[src/sv/bicv_pkg.sv]
// ---------------------------------------------------------------------------
// bicv_pkg
// Types, codes and CRC-32 helpers shared by the boot image CRC verifier.
// ---------------------------------------------------------------------------
package bicv_pkg;

	localparam int unsigned WORD_W    = 32;
	localparam int unsigned INDEX_W   = 14;
	localparam int unsigned MAXB_W    = 17;
	localparam int unsigned CFG_IDX_W = 1;

	localparam logic [WORD_W-1:0] CRC_POLY  = 32'hEDB8_8320;
	localparam logic [WORD_W-1:0] CRC_INIT  = 32'hFFFF_FFFF;
	localparam logic [WORD_W-1:0] MAGIC_RST = 32'hB007_C0DE;
	localparam logic [MAXB_W-1:0] MAXB_RST  = 17'h1_0000;

	// Register indexes of the configuration port.
	localparam logic [CFG_IDX_W-1:0] CFG_EXPECTED_MAGIC  = 1'b0;
	localparam logic [CFG_IDX_W-1:0] CFG_MAX_IMAGE_BYTES = 1'b1;

	typedef enum logic [1:0] {
		VERDICT_OK        = 2'd0,
		VERDICT_BAD_MAGIC = 2'd1,
		VERDICT_BAD_SIZE  = 2'd2,
		VERDICT_BAD_CRC   = 2'd3
	} verdict_t;

	typedef enum logic [1:0] {
		PH_DONE    = 2'd0,
		PH_SIZE    = 2'd1,
		PH_CRC     = 2'd2,
		PH_PAYLOAD = 2'd3
	} phase_t;

	typedef struct packed {
		logic [WORD_W-1:0] expected_magic;
		logic [MAXB_W-1:0] max_image_bytes;
	} cfg_t;

	typedef struct packed {
		logic               store_valid;
		logic [INDEX_W-1:0] store_index;
		logic [WORD_W-1:0]  store_data;
		logic               verdict_valid;
		verdict_t           verdict;
		logic [WORD_W-1:0]  calc_crc;
		logic [WORD_W-1:0]  header_crc;
	} result_t;

	// One entry of the byte-wise lookup table of the reflected CRC-32.
	function automatic logic [WORD_W-1:0] crc_table(input logic [7:0] idx);
		logic [WORD_W-1:0] c;
		c = {24'h00_0000, idx};
		for (int k = 0; k < 8; k++) begin
			c = c[0] ? ((c >> 1) ^ CRC_POLY) : (c >> 1);
		end
		return c;
	endfunction

	// Advance the CRC by one word, least significant byte first.
	function automatic logic [WORD_W-1:0] crc_word(input logic [WORD_W-1:0] crc,
		input logic [WORD_W-1:0] w);
		logic [WORD_W-1:0] c;
		c = crc;
		for (int b = 0; b < 4; b++) begin
			c = (c >> 8) ^ crc_table(c[7:0] ^ w[8*b +: 8]);
		end
		return c;
	endfunction

endpackage

[src/sv/bicv_if.sv]
// ---------------------------------------------------------------------------
// bicv channel interfaces
// Valid/ready channels for image words, results and configuration writes.
// ---------------------------------------------------------------------------
interface bicv_in_if import bicv_pkg::*; ();
	logic              valid;
	logic              ready;
	logic [WORD_W-1:0] image_word;
	logic              first_word;

	modport source (output valid, output image_word, output first_word, input ready);
	modport sink   (input valid, input image_word, input first_word, output ready);
endinterface

interface bicv_out_if import bicv_pkg::*; ();
	logic               valid;
	logic               ready;
	logic               store_valid;
	logic [INDEX_W-1:0] store_index;
	logic [WORD_W-1:0]  store_data;
	logic               verdict_valid;
	logic [1:0]         verdict;
	logic [WORD_W-1:0]  calc_crc;
	logic [WORD_W-1:0]  header_crc;

	modport source (output valid, output store_valid, output store_index,
		output store_data, output verdict_valid, output verdict,
		output calc_crc, output header_crc, input ready);
	modport sink   (input valid, input store_valid, input store_index,
		input store_data, input verdict_valid, input verdict,
		input calc_crc, input header_crc, output ready);
endinterface

interface bicv_cfg_if import bicv_pkg::*; ();
	logic                 valid;
	logic                 ready;
	logic [CFG_IDX_W-1:0] index;
	logic [WORD_W-1:0]    data;

	modport source (output valid, output index, output data, input ready);
	modport sink   (input valid, input index, input data, output ready);
endinterface

[src/sv/bicv_cfg_regs.sv]
// ---------------------------------------------------------------------------
// bicv_cfg_regs
// Configuration registers: expected magic and largest image size.
// ---------------------------------------------------------------------------
module bicv_cfg_regs import bicv_pkg::*; (
	input  logic                 clk,
	input  logic                 arst_n,
	input  logic                 wr_valid,
	input  logic [CFG_IDX_W-1:0] wr_index,
	input  logic [WORD_W-1:0]    wr_data,
	output cfg_t                 cfg
);

	cfg_t cfg_q;

	always_ff @(posedge clk or negedge arst_n) begin
		if (!arst_n) begin
			cfg_q.expected_magic  <= MAGIC_RST;
			cfg_q.max_image_bytes <= MAXB_RST;
		end else if (wr_valid) begin
			unique case (wr_index)
				CFG_EXPECTED_MAGIC:  cfg_q.expected_magic  <= wr_data;
				CFG_MAX_IMAGE_BYTES: cfg_q.max_image_bytes <= wr_data[MAXB_W-1:0];
				default: ;
			endcase
		end
	end

	assign cfg = cfg_q;

endmodule

[src/sv/bicv_ctrl.sv]
// ---------------------------------------------------------------------------
// bicv_ctrl
// Header checks, payload indexing, running CRC: one word per cycle on accept.
// ---------------------------------------------------------------------------
module bicv_ctrl import bicv_pkg::*; #(
	parameter int unsigned MAX_WORDS = 16384
) (
	input  logic              clk,
	input  logic              arst_n,
	input  cfg_t              cfg,
	input  logic              accept,
	input  logic [WORD_W-1:0] image_word,
	input  logic              first_word,
	output logic              push,
	output result_t           result
);

	localparam int unsigned WL_W = $clog2(MAX_WORDS + 1);

	phase_t             phase_q, phase_d;
	logic [WORD_W-1:0]  running_crc_q;
	logic [WORD_W-1:0]  expected_crc_q;
	logic [WL_W-1:0]    words_left_q;
	logic [INDEX_W-1:0] next_index_q;

	logic [WORD_W-1:0]  crc_next;
	logic [WORD_W-1:0]  crc_final;
	logic [WL_W-1:0]    words_left_dec;
	logic               magic_bad;
	logic               size_bad;

	assign crc_next  = crc_word(running_crc_q, image_word);
	assign crc_final = crc_next ^ CRC_INIT;
	assign words_left_dec = (words_left_q == '0) ? '0 : words_left_q - 1'b1;
	assign magic_bad = image_word != cfg.expected_magic;
	assign size_bad  = (image_word == '0)
		|| (image_word > {{(WORD_W-MAXB_W){1'b0}}, cfg.max_image_bytes})
		|| (image_word[1:0] != 2'b00)
		|| ({2'b00, image_word[WORD_W-1:2]} > WORD_W'(MAX_WORDS));

	// Next phase.
	always_comb begin
		phase_d = phase_q;
		if (accept) begin
			if (first_word) begin
				phase_d = magic_bad ? PH_DONE : PH_SIZE;
			end else begin
				unique case (phase_q)
					PH_SIZE:    phase_d = size_bad ? PH_DONE : PH_CRC;
					PH_CRC:     phase_d = PH_PAYLOAD;
					PH_PAYLOAD: phase_d = (words_left_dec == '0) ? PH_DONE : PH_PAYLOAD;
					default:    phase_d = PH_DONE;
				endcase
			end
		end
	end

	// Result of the word being accepted.
	always_comb begin
		push   = 1'b0;
		result = '0;
		if (accept) begin
			if (first_word) begin
				if (magic_bad) begin
					push                 = 1'b1;
					result.verdict_valid = 1'b1;
					result.verdict       = VERDICT_BAD_MAGIC;
				end
			end else begin
				unique case (phase_q)
					PH_SIZE: begin
						if (size_bad) begin
							push                 = 1'b1;
							result.verdict_valid = 1'b1;
							result.verdict       = VERDICT_BAD_SIZE;
						end
					end
					PH_PAYLOAD: begin
						push               = 1'b1;
						result.store_valid = 1'b1;
						result.store_index = next_index_q;
						result.store_data  = image_word;
						if (words_left_dec == '0) begin
							result.verdict_valid = 1'b1;
							result.verdict       = (crc_final == expected_crc_q) ?
								VERDICT_OK : VERDICT_BAD_CRC;
							result.calc_crc      = crc_final;
							result.header_crc    = expected_crc_q;
						end
					end
					default: ;
				endcase
			end
		end
	end

	always_ff @(posedge clk or negedge arst_n) begin
		if (!arst_n) begin
			phase_q        <= PH_DONE;
			running_crc_q  <= CRC_INIT;
			expected_crc_q <= '0;
			words_left_q   <= '0;
			next_index_q   <= '0;
		end else begin
			phase_q <= phase_d;
			if (accept) begin
				if (first_word) begin
					running_crc_q  <= CRC_INIT;
					expected_crc_q <= '0;
					words_left_q   <= '0;
					next_index_q   <= '0;
				end else begin
					case (phase_q)
						PH_SIZE: begin
							if (!size_bad) begin
								words_left_q <= image_word[WL_W+1:2];
							end
						end
						PH_CRC: begin
							expected_crc_q <= image_word;
							running_crc_q  <= CRC_INIT;
							next_index_q   <= '0;
						end
						PH_PAYLOAD: begin
							running_crc_q <= crc_next;
							next_index_q  <= next_index_q + 1'b1;
							words_left_q  <= words_left_dec;
						end
						default: ;
					endcase
				end
			end
		end
	end

endmodule

[src/sv/bicv_out_stage.sv]
// ---------------------------------------------------------------------------
// bicv_out_stage
// Result register with a skid entry, so that input ready is a flop.
// ---------------------------------------------------------------------------
module bicv_out_stage import bicv_pkg::*; (
	input  logic    clk,
	input  logic    arst_n,
	input  logic    push,
	input  result_t push_data,
	output logic    space,
	output logic    out_valid,
	input  logic    out_ready,
	output result_t out_data
);

	logic    main_valid_q;
	logic    skid_valid_q;
	result_t main_q;
	result_t skid_q;

	// While the skid entry is full no new word is taken.
	assign space     = !skid_valid_q;
	assign out_valid = main_valid_q;
	assign out_data  = main_q;

	always_ff @(posedge clk or negedge arst_n) begin
		if (!arst_n) begin
			main_valid_q <= 1'b0;
			skid_valid_q <= 1'b0;
		end else if (skid_valid_q) begin
			if (out_ready) begin
				skid_valid_q <= 1'b0;
			end
		end else if (push) begin
			if (main_valid_q && !out_ready) begin
				skid_valid_q <= 1'b1;
			end else begin
				main_valid_q <= 1'b1;
			end
		end else if (out_ready) begin
			main_valid_q <= 1'b0;
		end
	end

	always_ff @(posedge clk) begin
		if (skid_valid_q) begin
			if (out_ready) begin
				main_q <= skid_q;
			end
		end else if (push) begin
			if (main_valid_q && !out_ready) begin
				skid_q <= push_data;
			end else begin
				main_q <= push_data;
			end
		end
	end

endmodule

[src/sv/boot_image_crc_verifier_core.sv]
// ---------------------------------------------------------------------------
// boot_image_crc_verifier_core
// Checks a streamed boot image header, unpacks the payload and verifies its CRC-32.
// ---------------------------------------------------------------------------
// Usage: image words enter on in_ch (image_word, first_word); first_word marks
// the magic word and restarts the checks at any time. The size and stored CRC
// words follow, then size/4 payload words. Each payload word leaves on out_ch
// with its word index; the result carrying the last payload word, or a failed
// header check, also carries the verdict. Header words and words arriving
// after a verdict without first_word give no result.
// Throughput is one word per cycle while in_ch.ready is high: the four-byte
// CRC update, the header compares and the index counter all sit between the
// accepted word and the result register, which drives out_ch.valid.
// If the receiver stalls, one further result is held in a skid entry and
// in_ch.ready then stays low until the receiver takes a word and the skid
// entry moves up into the result register.
// cfg_ch writes expected_magic (index 0) and max_image_bytes (index 1) and is
// always ready. Reset restores the register defaults, empties the output stage
// and leaves the block waiting for a first word.
// ---------------------------------------------------------------------------
module boot_image_crc_verifier_core import bicv_pkg::*; #(
	parameter int unsigned MAX_WORDS = 16384
) (
	input  logic      clk,
	input  logic      arst_n,
	bicv_in_if.sink   in_ch,
	bicv_out_if.source out_ch,
	bicv_cfg_if.sink  cfg_ch
);

	cfg_t    cfg;
	logic    accept;
	logic    push;
	logic    space;
	result_t push_data;
	result_t out_data;

	assign cfg_ch.ready = 1'b1;
	assign in_ch.ready  = space;
	assign accept       = in_ch.valid && space;

	bicv_cfg_regs u_cfg (
		.clk      (clk),
		.arst_n   (arst_n),
		.wr_valid (cfg_ch.valid),
		.wr_index (cfg_ch.index),
		.wr_data  (cfg_ch.data),
		.cfg      (cfg)
	);

	bicv_ctrl #(
		.MAX_WORDS (MAX_WORDS)
	) u_ctrl (
		.clk        (clk),
		.arst_n     (arst_n),
		.cfg        (cfg),
		.accept     (accept),
		.image_word (in_ch.image_word),
		.first_word (in_ch.first_word),
		.push       (push),
		.result     (push_data)
	);

	bicv_out_stage u_out (
		.clk       (clk),
		.arst_n    (arst_n),
		.push      (push),
		.push_data (push_data),
		.space     (space),
		.out_valid (out_ch.valid),
		.out_ready (out_ch.ready),
		.out_data  (out_data)
	);

	assign out_ch.store_valid   = out_data.store_valid;
	assign out_ch.store_index   = out_data.store_index;
	assign out_ch.store_data    = out_data.store_data;
	assign out_ch.verdict_valid = out_data.verdict_valid;
	assign out_ch.verdict       = out_data.verdict;
	assign out_ch.calc_crc      = out_data.calc_crc;
	assign out_ch.header_crc    = out_data.header_crc;

endmodule
[src/flat_wrapper.sv]
// flat-port wrapper written by rule: the top's interface ports become plain ports
module boot_image_crc_verifier_core_flat import bicv_pkg::*;
#(
	parameter int unsigned MAX_WORDS = 16384
)
  (clk, arst_n, in_ch_valid, in_ch_image_word, in_ch_first_word, in_ch_ready, out_ch_valid, out_ch_store_valid, out_ch_store_index, out_ch_store_data, out_ch_verdict_valid, out_ch_verdict, out_ch_calc_crc, out_ch_header_crc, out_ch_ready, cfg_ch_valid, cfg_ch_index, cfg_ch_data, cfg_ch_ready);
  bicv_in_if in_ch_i ();
  bicv_out_if out_ch_i ();
  bicv_cfg_if cfg_ch_i ();
  input  logic clk;
  input  logic arst_n;
  input wire logic [$bits(in_ch_i.valid)-1:0] in_ch_valid;
  input wire logic [$bits(in_ch_i.image_word)-1:0] in_ch_image_word;
  input wire logic [$bits(in_ch_i.first_word)-1:0] in_ch_first_word;
  output wire logic [$bits(in_ch_i.ready)-1:0] in_ch_ready;
  output wire logic [$bits(out_ch_i.valid)-1:0] out_ch_valid;
  output wire logic [$bits(out_ch_i.store_valid)-1:0] out_ch_store_valid;
  output wire logic [$bits(out_ch_i.store_index)-1:0] out_ch_store_index;
  output wire logic [$bits(out_ch_i.store_data)-1:0] out_ch_store_data;
  output wire logic [$bits(out_ch_i.verdict_valid)-1:0] out_ch_verdict_valid;
  output wire logic [$bits(out_ch_i.verdict)-1:0] out_ch_verdict;
  output wire logic [$bits(out_ch_i.calc_crc)-1:0] out_ch_calc_crc;
  output wire logic [$bits(out_ch_i.header_crc)-1:0] out_ch_header_crc;
  input wire logic [$bits(out_ch_i.ready)-1:0] out_ch_ready;
  input wire logic [$bits(cfg_ch_i.valid)-1:0] cfg_ch_valid;
  input wire logic [$bits(cfg_ch_i.index)-1:0] cfg_ch_index;
  input wire logic [$bits(cfg_ch_i.data)-1:0] cfg_ch_data;
  output wire logic [$bits(cfg_ch_i.ready)-1:0] cfg_ch_ready;
  assign in_ch_i.valid = in_ch_valid;
  assign in_ch_i.image_word = in_ch_image_word;
  assign in_ch_i.first_word = in_ch_first_word;
  assign in_ch_ready = in_ch_i.ready;
  assign out_ch_valid = out_ch_i.valid;
  assign out_ch_store_valid = out_ch_i.store_valid;
  assign out_ch_store_index = out_ch_i.store_index;
  assign out_ch_store_data = out_ch_i.store_data;
  assign out_ch_verdict_valid = out_ch_i.verdict_valid;
  assign out_ch_verdict = out_ch_i.verdict;
  assign out_ch_calc_crc = out_ch_i.calc_crc;
  assign out_ch_header_crc = out_ch_i.header_crc;
  assign out_ch_i.ready = out_ch_ready;
  assign cfg_ch_i.valid = cfg_ch_valid;
  assign cfg_ch_i.index = cfg_ch_index;
  assign cfg_ch_i.data = cfg_ch_data;
  assign cfg_ch_ready = cfg_ch_i.ready;
  boot_image_crc_verifier_core #(.MAX_WORDS(MAX_WORDS)) u_core (.clk(clk), .arst_n(arst_n), .in_ch(in_ch_i), .out_ch(out_ch_i), .cfg_ch(cfg_ch_i));
endmodule
[config.mk]
export PLATFORM = sky130hd
export DESIGN_NAME = boot_image_crc_verifier_core_flat
export DESIGN_NICKNAME = d
export VERILOG_FILES = /design/src/sv/bicv_pkg.sv /design/src/sv/bicv_if.sv /design/src/sv/bicv_cfg_regs.sv /design/src/sv/bicv_ctrl.sv /design/src/sv/bicv_out_stage.sv /design/src/sv/boot_image_crc_verifier_core.sv /design/src/flat_wrapper.sv
export SDC_FILE = /design/constraint.sdc
export NUM_CORES = 1
export LEC_CHECK = 0
export BUFFER_PORTS_ARGS = -buffer_cell sky130_fd_sc_hd__buf_4
export CAP_MARGIN = 20
export CORE_MARGIN = 1
export CORE_UTILIZATION = 50
export CTS_CLUSTER_SIZE = 10
export DETAILED_ROUTE_END_ITERATION = 10
export GPL_ROUTABILITY_DRIVEN = 0
export PLACE_DENSITY_LB_ADDON = 0.12
export SLEW_MARGIN = 10
export SYNTH_ARGS = -nofsm -noshare
export SYNTH_HDL_FRONTEND = slang
export SYNTH_SLANG_ARGS = --single-unit
export TNS_END_PERCENT = 20
[constraint.sdc]
create_clock -name clk -period 7.6 [get_ports clk]
set_input_delay 1.52 -clock clk [delete_from_list [all_inputs] [get_ports clk]]
set_output_delay 1.52 -clock clk [all_outputs]
set_load 0.02 [all_outputs]
== Word-level counts from Yosys, hierarchy flattened ==
Index checks and enable logic that the tools add are counted.

* Bits in writable memories: 0
* ROM bits: 0
* Register bits: 374
* Input bits: 71
* Output and inout bits: 117
* Memories kept: 0
* Word-level logic and storage cells: 177
* Bits in latches: 0

* Equal/unequal tests: 9
* Order comparisons: 2
* Multiplexer cells: 74
* Reduce and logical (&&, ||, !) cells: 24
* Shifts and indexed selects: 0
* $add $sub $neg: 2
* Div/mod/pow operators: 0
* Bitwise operators: 43
* Multipliers: 0

{| class="wikitable"
|+ Operators with widths
! cell !! count
|-
| 2-to-1 mux 32 bit || 35
|-
| 2-to-1 mux 114 bit || 5
|-
| inverter 13 -> 14 bit || 28
|-
| 2-to-1 mux 64 bit || 2
|-
| bitwise XOR 24 x 32 -> 32 bit || 4
|-
| 2-to-1 mux 47 bit || 2
|-
| 2-to-1 mux 67 bit || 1
|-
| one-hot mux 32 bit (2 select lines) || 1
|-
| inverter 1 -> 14 bit || 4
|-
| 2-to-1 mux 15 bit || 3
|-
| equality test 32 bit || 1
|-
| > comparator 32 x 17 -> 1 bit || 1
|-
| logical NOT 32 bit || 1
|-
| inequality test 32 bit || 1
|-
| inverter 32 bit || 1
|-
| bitwise XOR 8 bit || 4
|-
| > comparator 30 x 15 -> 1 bit (second input constant) || 1
|-
| logical NOT 15 bit || 2
|-
| one-hot mux 15 bit (2 select lines) || 1
|-
| one-hot mux 14 bit (2 select lines) || 1
|-
| subtractor 15 x 1 -> 15 bit (second input constant) || 1
|-
| adder 14 x 1 -> 14 bit (second input constant) || 1
|-
| 2-to-1 mux 14 bit || 1
|-
| 2-to-1 mux 1 bit || 12
|-
| 17 further kinds || 40
|}

== Depth between registers and ports, before layout ==
* Depth in word-level cells: 82
* Mapped depth: 15
* Depth with buffers taken out: 14

== Hierarchy ==
From an unflattened synthesis, not the netlist that was laid out.

* Cells, all modules: 1450
* Area, all modules: 20273.2 µm²

{| class="wikitable"
|+ Modules (own cells, without submodules)
! module !! instances !! cells each !! area each (µm²) !! seq. area each (µm²)
|-
| bicv_ctrl || 1 || 977 || 9895.7 || 2417.3
|-
| bicv_out_stage || 1 || 365 || 8364.3 || 6896.6
|-
| bicv_cfg_regs || 1 || 105 || 1995.7 || 1244.9
|-
| boot_image_crc_verifier_core || 1 || 3 || 17.5 || 0.0
|}

== Worst setup path after synthesis ==
OpenSTA, ideal clock, no wires.

* Path kind: input to register
* Start point: in in_ch_image_word[3]
* End point: reg u_core.u_out.main_q (netlist bit u_core.u_out.out_data[0]), enable pin
* Path buffers: 0
* Stages: 13
* Arrival time: 8.738 ns
* Setup time: 0.628 ns
* Required time: 6.972 ns
* Slack: -1.766 ns
* Path through: ha_1 -> and3_1 -> a221oi_1 -> o21a_1 -> o21ai_0 -> a221o_1 -> a21o_1 -> a21o_1 -> a21o_1 -> a21oi_1 -> o211ai_1 -> a21oi_1 -> o22ai_1

* Word-level cells in the longest chain between the ends: 10
* Elaborated cells between the ends (all ways): 14
* Those cells by class: order compare (2); eq/ne (1); mux (5); reduce/logical (6)

{| class="wikitable"
|+ Ends and longest elaborated chain
! item !! line !! text
|-
| start, declared || flat_wrapper.sv:13 || <nowiki>input wire logic [$bits(in_ch_i.image_word)-1:0] in_ch_image_word;</nowiki>
|-
| > comparator 32 x 17 -> 1 bit / logical NOT 32 bit (equally long branches) || bicv_ctrl.sv:37, bicv_ctrl.sv:36 ||
|-
| logical OR 1 bit || bicv_ctrl.sv:37 || <nowiki>|| (image_word > {{(WORD_W-MAXB_W){1'b0}}, cfg.max_image_bytes})</nowiki>
|-
| logical OR 1 bit || bicv_ctrl.sv:38 || <nowiki>|| (image_word[1:0] != 2'b00)</nowiki>
|-
| logical OR 1 bit || bicv_ctrl.sv:39 || <nowiki>|| ({2'b00, image_word[WORD_W-1:2]} > WORD_W'(MAX_WORDS));</nowiki>
|-
| 2-to-1 mux 1 bit || bicv_ctrl.sv:72 || <nowiki>if (size_bad) begin</nowiki>
|-
| one-hot mux 1 bit (2 select lines) || bicv_ctrl.sv:70 || <nowiki>unique case (phase_q)</nowiki>
|-
| 2-to-1 mux 1 bit (*) || bicv_ctrl.sv:63 || <nowiki>if (first_word) begin</nowiki>
|-
| 2-to-1 mux 1 bit (*) || bicv_ctrl.sv:62 || <nowiki>if (accept) begin</nowiki>
|-
| nonzero test 2 bit (no source line) (*) || n/a ||
|-
| AND reduction 3 bit (no source line) (*) || n/a ||
|-
| end signal, assigned || bicv_out_stage.sv:48 || <nowiki>main_q <= skid_q;</nowiki>
|-
| end signal, assigned || bicv_out_stage.sv:54 || <nowiki>main_q <= push_data;</nowiki>
|-
| end, declared || bicv_out_stage.sv:18 || <nowiki>result_t main_q;</nowiki>
|}

Mark *: on every way between the ends. The rest lies on a longest branch, timed or not.
A chain may end at the register's enable or synchronous reset.

== Final worst setup path ==
* Start point: in in_ch_image_word[15]
* End point: reg u_core.u_out.main_q (netlist bit u_core.u_out.out_data[65]), data pin

* Word-level cells in the longest chain between the ends: 44
* Elaborated cells between the ends (all ways): 58
* Those cells by class: order compare (2); eq/ne (1); mux (33); bitwise (18); reduce/logical (4)

{| class="wikitable"
|+ Ends and longest elaborated chain
! item !! line !! text
|-
| bitwise XOR 8 bit || bicv_pkg.sv:66 || <nowiki>c = (c >> 8) ^ crc_table(c[7:0] ^ w[8*b +: 8]);</nowiki>
|-
| 2-to-1 mux 32 bit || bicv_pkg.sv:55 || <nowiki>c = c[0] ? ((c >> 1) ^ CRC_POLY) : (c >> 1);</nowiki>
|-
| inverter 13 -> 14 bit (no source line) || n/a ||
|-
| 2-to-1 mux 32 bit (7 in series) || bicv_pkg.sv:55 ||
|-
| bitwise XOR 24 x 32 -> 32 bit || bicv_pkg.sv:66 ||
|-
| bitwise XOR 8 bit || bicv_pkg.sv:66 ||
|-
| 2-to-1 mux 32 bit (8 in series) || bicv_pkg.sv:55 ||
|-
| bitwise XOR 24 x 32 -> 32 bit || bicv_pkg.sv:66 ||
|-
| [15 not listed] || n/a ||
|-
| 2-to-1 mux 2 bit || bicv_ctrl.sv:85 || <nowiki>result.verdict = (crc_final == expected_crc_q) ?</nowiki>
|-
| 2-to-1 mux 67 bit || bicv_ctrl.sv:83 || <nowiki>if (words_left_dec == '0) begin</nowiki>
|-
| one-hot mux 3 bit (2 select lines) (*) || bicv_ctrl.sv:70 ||
|-
| 2-to-1 mux 3 bit (*) || bicv_ctrl.sv:63 ||
|-
| 2-to-1 mux 114 bit (*) || bicv_ctrl.sv:62 ||
|-
| 2-to-1 mux 114 bit (*) || bicv_out_stage.sv:51 || <nowiki>if (main_valid_q && !out_ready) begin</nowiki>
|-
| 2-to-1 mux 114 bit (*) || bicv_out_stage.sv:50 || <nowiki>end else if (push) begin</nowiki>
|-
| 2-to-1 mux 114 bit (*) || bicv_out_stage.sv:46 || <nowiki>if (skid_valid_q) begin</nowiki>
|}

Mark *: on every way between the ends. The rest lies on a longest branch, timed or not. The select of a mux whose other input is x is not followed.

==> implementation parameters <==
Parameter                              Value

Detailed routing
  Via count    13000
  Post-detailed-route wirelength per cell    23.9 µm
  DRC Markers    0
  Number of design-rule violations left by the first detailed-router iteration    1109
  Via-per-instance ratio    5.67
  Detailed Routing Iterations Pass 1    5
  Aggregate routed wire length    54900 µm
  Antenna violation net count after detailed routing    0

Finish
  Area delta synth->final    16.7%
  Top library cells by usage in the layout, fill and taps aside    sky130_fd_sc_hd__edfxtp_1 (228), sky130_fd_sc_hd__xnor2_1 (205), sky130_fd_sc_hd__buf_4 (204)
  Leading cell type in the layout, fill and taps excluded    sky130_fd_sc_hd__edfxtp_1
  Antenna Diode Count    0
  Fraction of layout instances using a drive strength above 1    22.1%
  Share of the core filled with cells    59.1%
  Layout net count    1822

Floorplanning
  Die ar.    0.0410 mm²
  Floorplan Core Area    0.0396 mm²
  I/O pin total    188
  Std-Cell Rows    73
  Floorplan die height    202 µm
  Starting utilization of the core area    50.7%
  Width of the die    202 µm

Critical path
  Worst path top cell family by delay    XOR/XNOR gates
  Sort of element at the start of the critical path    input port
  Number of buffer and inverter instances along the worst setup path    1
  CP Data Required Time    7.90 ns
  CP cell instances    buf_4 -> xnor2_1 -> xnor3_1 -> xnor3_1 -> xnor3_1 -> xor2_2 -> xnor3_2 -> xnor3_1 -> nor4_2 -> nand4_1 -> or4_4 -> nor3_2 -> o211ai_1
  Critical path capture point type    flip-flop
  Stage delay of the slowest cell on the critical path    0.57 ns
  WP data arrival    6.35 ns
  Maximum fanout encountered on the critical timing path    8
  Most frequent CP cell    sky130_fd_sc_hd__xnor3_1
  Library cell contributing the largest single delay on the critical path    sky130_fd_sc_hd__xor2_2
  Critical path type    in -> reg

Clock network
  TritonCTS clock tree    yes
  Number of buffers inserted to repair setup after CTS    0
  Clock-pin slew on the worst setup and hold paths    0.06 ns
  Number of hold-repair buffers added at the cts stage    0
  Resized cells post-CTS    0
  CTS max path bufs    3
  CTS H-tree lvls    2
  TritonCTS buffer count    45
  Cell at the root of the clock tree    sky130_fd_sc_hd__clkbuf_16
  Worst skew pair latency    0.57 ns
  Clk sinks    374

STA
  Maximum achievable frequency    0.165 GHz
  Remaining max-slew budget at the tightest pin    33.6%
  Worst Max-Slew Pin Slew    0.995 ns
  Final hold vios    0
  Worst clock skew    0.0242 ns
  Tcrit/Tclk final    79.6%
  Min Tclk post-route    6.05 ns
  Total count of max-transition violations in the final report    0
  Setup repair after global routing missed its margin    false
  Number of failing setup endpoints in the final timing report    0
  Tightest hold margin    0.503 ns

Synthesis
  Count of warnings emitted by yosys    0
  Dominant combinational cell family by area after synthesis    XOR/XNOR gates
  Synthesized area divided by synthesized cell count    13.0 µm²
  Fraction of the mapped netlist area in adder cells    1.18%
  Seq/Total Area, Yosys    52.6%
  Most instantiated flip-flop cell in the synthesis netlist    sky130_fd_sc_hd__edfxtp_1
  Post-synthesis instance area    0.0201 mm²
  Xor-xnor portion of the synthesized cell area    23.2%
  Post-synthesis net count    1633
  Synthesized-area fraction occupied by ao, oa, aoi and oai cells    9.29%
  Synthesized instance count    1543
  Yosys top cell by area    sky130_fd_sc_hd__edfxtp_1
  Portion of netlist area occupied by mux cells    2.95%
  Number of distinct library cells after synthesis    65
  Top-area cell type share of the netlist area    34.1%
  Largest cells by area after synthesis    sky130_fd_sc_hd__edfxtp_1 (34%), sky130_fd_sc_hd__dfrtp_1 (12%), sky130_fd_sc_hd__xnor2_1 (8.9%), sky130_fd_sc_hd__xnor3_1 (7.6%), sky130_fd_sc_hd__dfstp_2 (6.1%)
  EDFF count, synth    228
  Ys async rst share    39.0%
  Post-synthesis register bit count    374
  Post-Synth Simple-Gate Area    8.90%

Power
  Power density of the placed cells    495 mW/mm²
  Relative contribution of sequential cells to total power    21.8%
  Part of the power in combinational logic    61.0%
  Maximum VDD drop    0.429 mV
  Cell Int Power    6710 µW
  Switch share    42.1%
  Switching pwr    4890 µW
  Standby leakage power    0.0105 µW
  Clock Power Share    17.2%

Run status
  Run status    finished clean

GRT
  Initial antenna violation count    0
  Overall routing resource usage    27.4%
  Largest net degree at the start of global routing    88
  Overflow left after global routing    0
  Via count of the first global-routing pass    13000
  Global-route wire length before repair    82800 µm

Hold path
  Min-delay worst type    reg -> reg

Placement
  Detail Placement HPWL    39200 µm
  Number of port buffers    186

Job
  Max-cap check violation count    0
==> area by class of cell <==
cell class                 count  area [µm²]
clock buffer                  79        1330
clock inverter                 4        26.3
fill                        3264       16200
inverter                      32         120
multi-input combinational   1073        9180
sequential                   374       10600
tap                          525         657
timing repair buffer         206        1560
==> sequential cells by signal, indices dropped and copies added (netlist names) <==
register and cells:
u_core.u_cfg.cfg 49, u_core.u_out.out_valid 1, u_core.u_ctrl.words_left_q 15, u_core.u_out.skid_valid_q 1, u_core.u_ctrl.next_index_q 14, u_core.u_ctrl.phase_q 2
u_core.u_out.out_data 114, u_core.u_ctrl.running_crc_q 32, u_core.u_ctrl.expected_crc_q 32, u_core.u_out.skid_q 114
==> power by group through the flow <==
stage | clock, µW | sequential (µW) | combinational [µW]
after detailed placement | 0 | 2560 | 6930
after CTS | 2040 | 2530 | 6990
after global placement | 0 | 2560 | 6950
final | 2000 | 2530 | 7070
after floorplan | 0 | 2640 | 4990
after global routing | 2120 | 2540 | 7440
==> final timing paths <==
path	cells after the start	slack (ns)	start	endpoint
min in group asynchronous	1	1.04	arst_n	u_core.u_ctrl.next_index_q[9]
max in group asynchronous	2	5.20	arst_n	u_core.u_ctrl.words_left_q[11]
worst min-delay path	1	0.50	u_core.u_cfg.cfg[12]	u_core.u_cfg.cfg[12]
worst min register to register	1	0.50	u_core.u_cfg.cfg[12]	u_core.u_cfg.cfg[12]
worst max register to register	13	2.20	u_core.u_ctrl.running_crc_q[4]	u_core.u_out.out_data[65]
worst max-delay path	13	1.55	in_ch_image_word[15]	u_core.u_out.out_data[65]
==> kinds of logic after synthesis <==
kind of cell,Yosys count
flops,374
xor+xnor,372
simple gates,359
compound gates,269
buf+inv,96
mux,53
fa+ha+maj,19
other cells,1
==> Yosys cell counts, drive strengths merged, types with 2 or more instances <==
cell type,count
a21o,119
a21oi,26
a22o,8
a22oi,3
a31oi,4
a32oi,2
and2,85
and3,5
buf,11
clkbuf,53
dfrtp,99
dfstp,47
edfxtp,228
ha,19
inv,31
mux2,49
mux2i,4
nand2,114
nand2b,4
nand3,15
nand3b,2
nand4,18
nor2,73
nor2b,3
nor3,11
nor3b,2
nor4,17
o2111ai,2
o211ai,5
o21a,2
o21ai,52
o221ai,2
o22a,24
o22ai,8
o31ai,5
or3,4
or4,4
xnor2,221
xnor3,74
xor2,67
xor3,10
==> routing by layer <==
| layer | GRT usage [%] | share of wire, % | up-vias |
|---|---|---|---|
| met5 | 0 | 0 | - |
| met4 | 11.4 | 4.1 | 0 |
| met3 | 4.87 | 6.4 | 121 |
| met2 | 42.1 | 46 | 493 |
| met1 | 38.4 | 44 | 6497 |
| li1 | - | - | 5881 |
==> through the flow <==
| step | instances | setup WS (ns) | total power, µW | area [µm²] | setup TNS, ns |
|---|---|---|---|---|---|
| 3_3_place_gp | 2210 | 1.11 | 9510 | 22100 | 0 |
| 5_1_grt | 2293 | 1.34 | 12100 | 23400 | 0 |
| 3_5_place_dp | 2210 | 1.04 | 9500 | 22100 | 0 |
| 4_1_cts | 2293 | 1.64 | 11600 | 23400 | 0 |
| 2_1_floorplan | 1543 | -0.970 | 7630 | 20100 | -110.52 |
| 6_report | 2293 | 1.55 | 11600 | 23400 | 0 |
No activity file was read; power rests on OpenSTA's default activity.
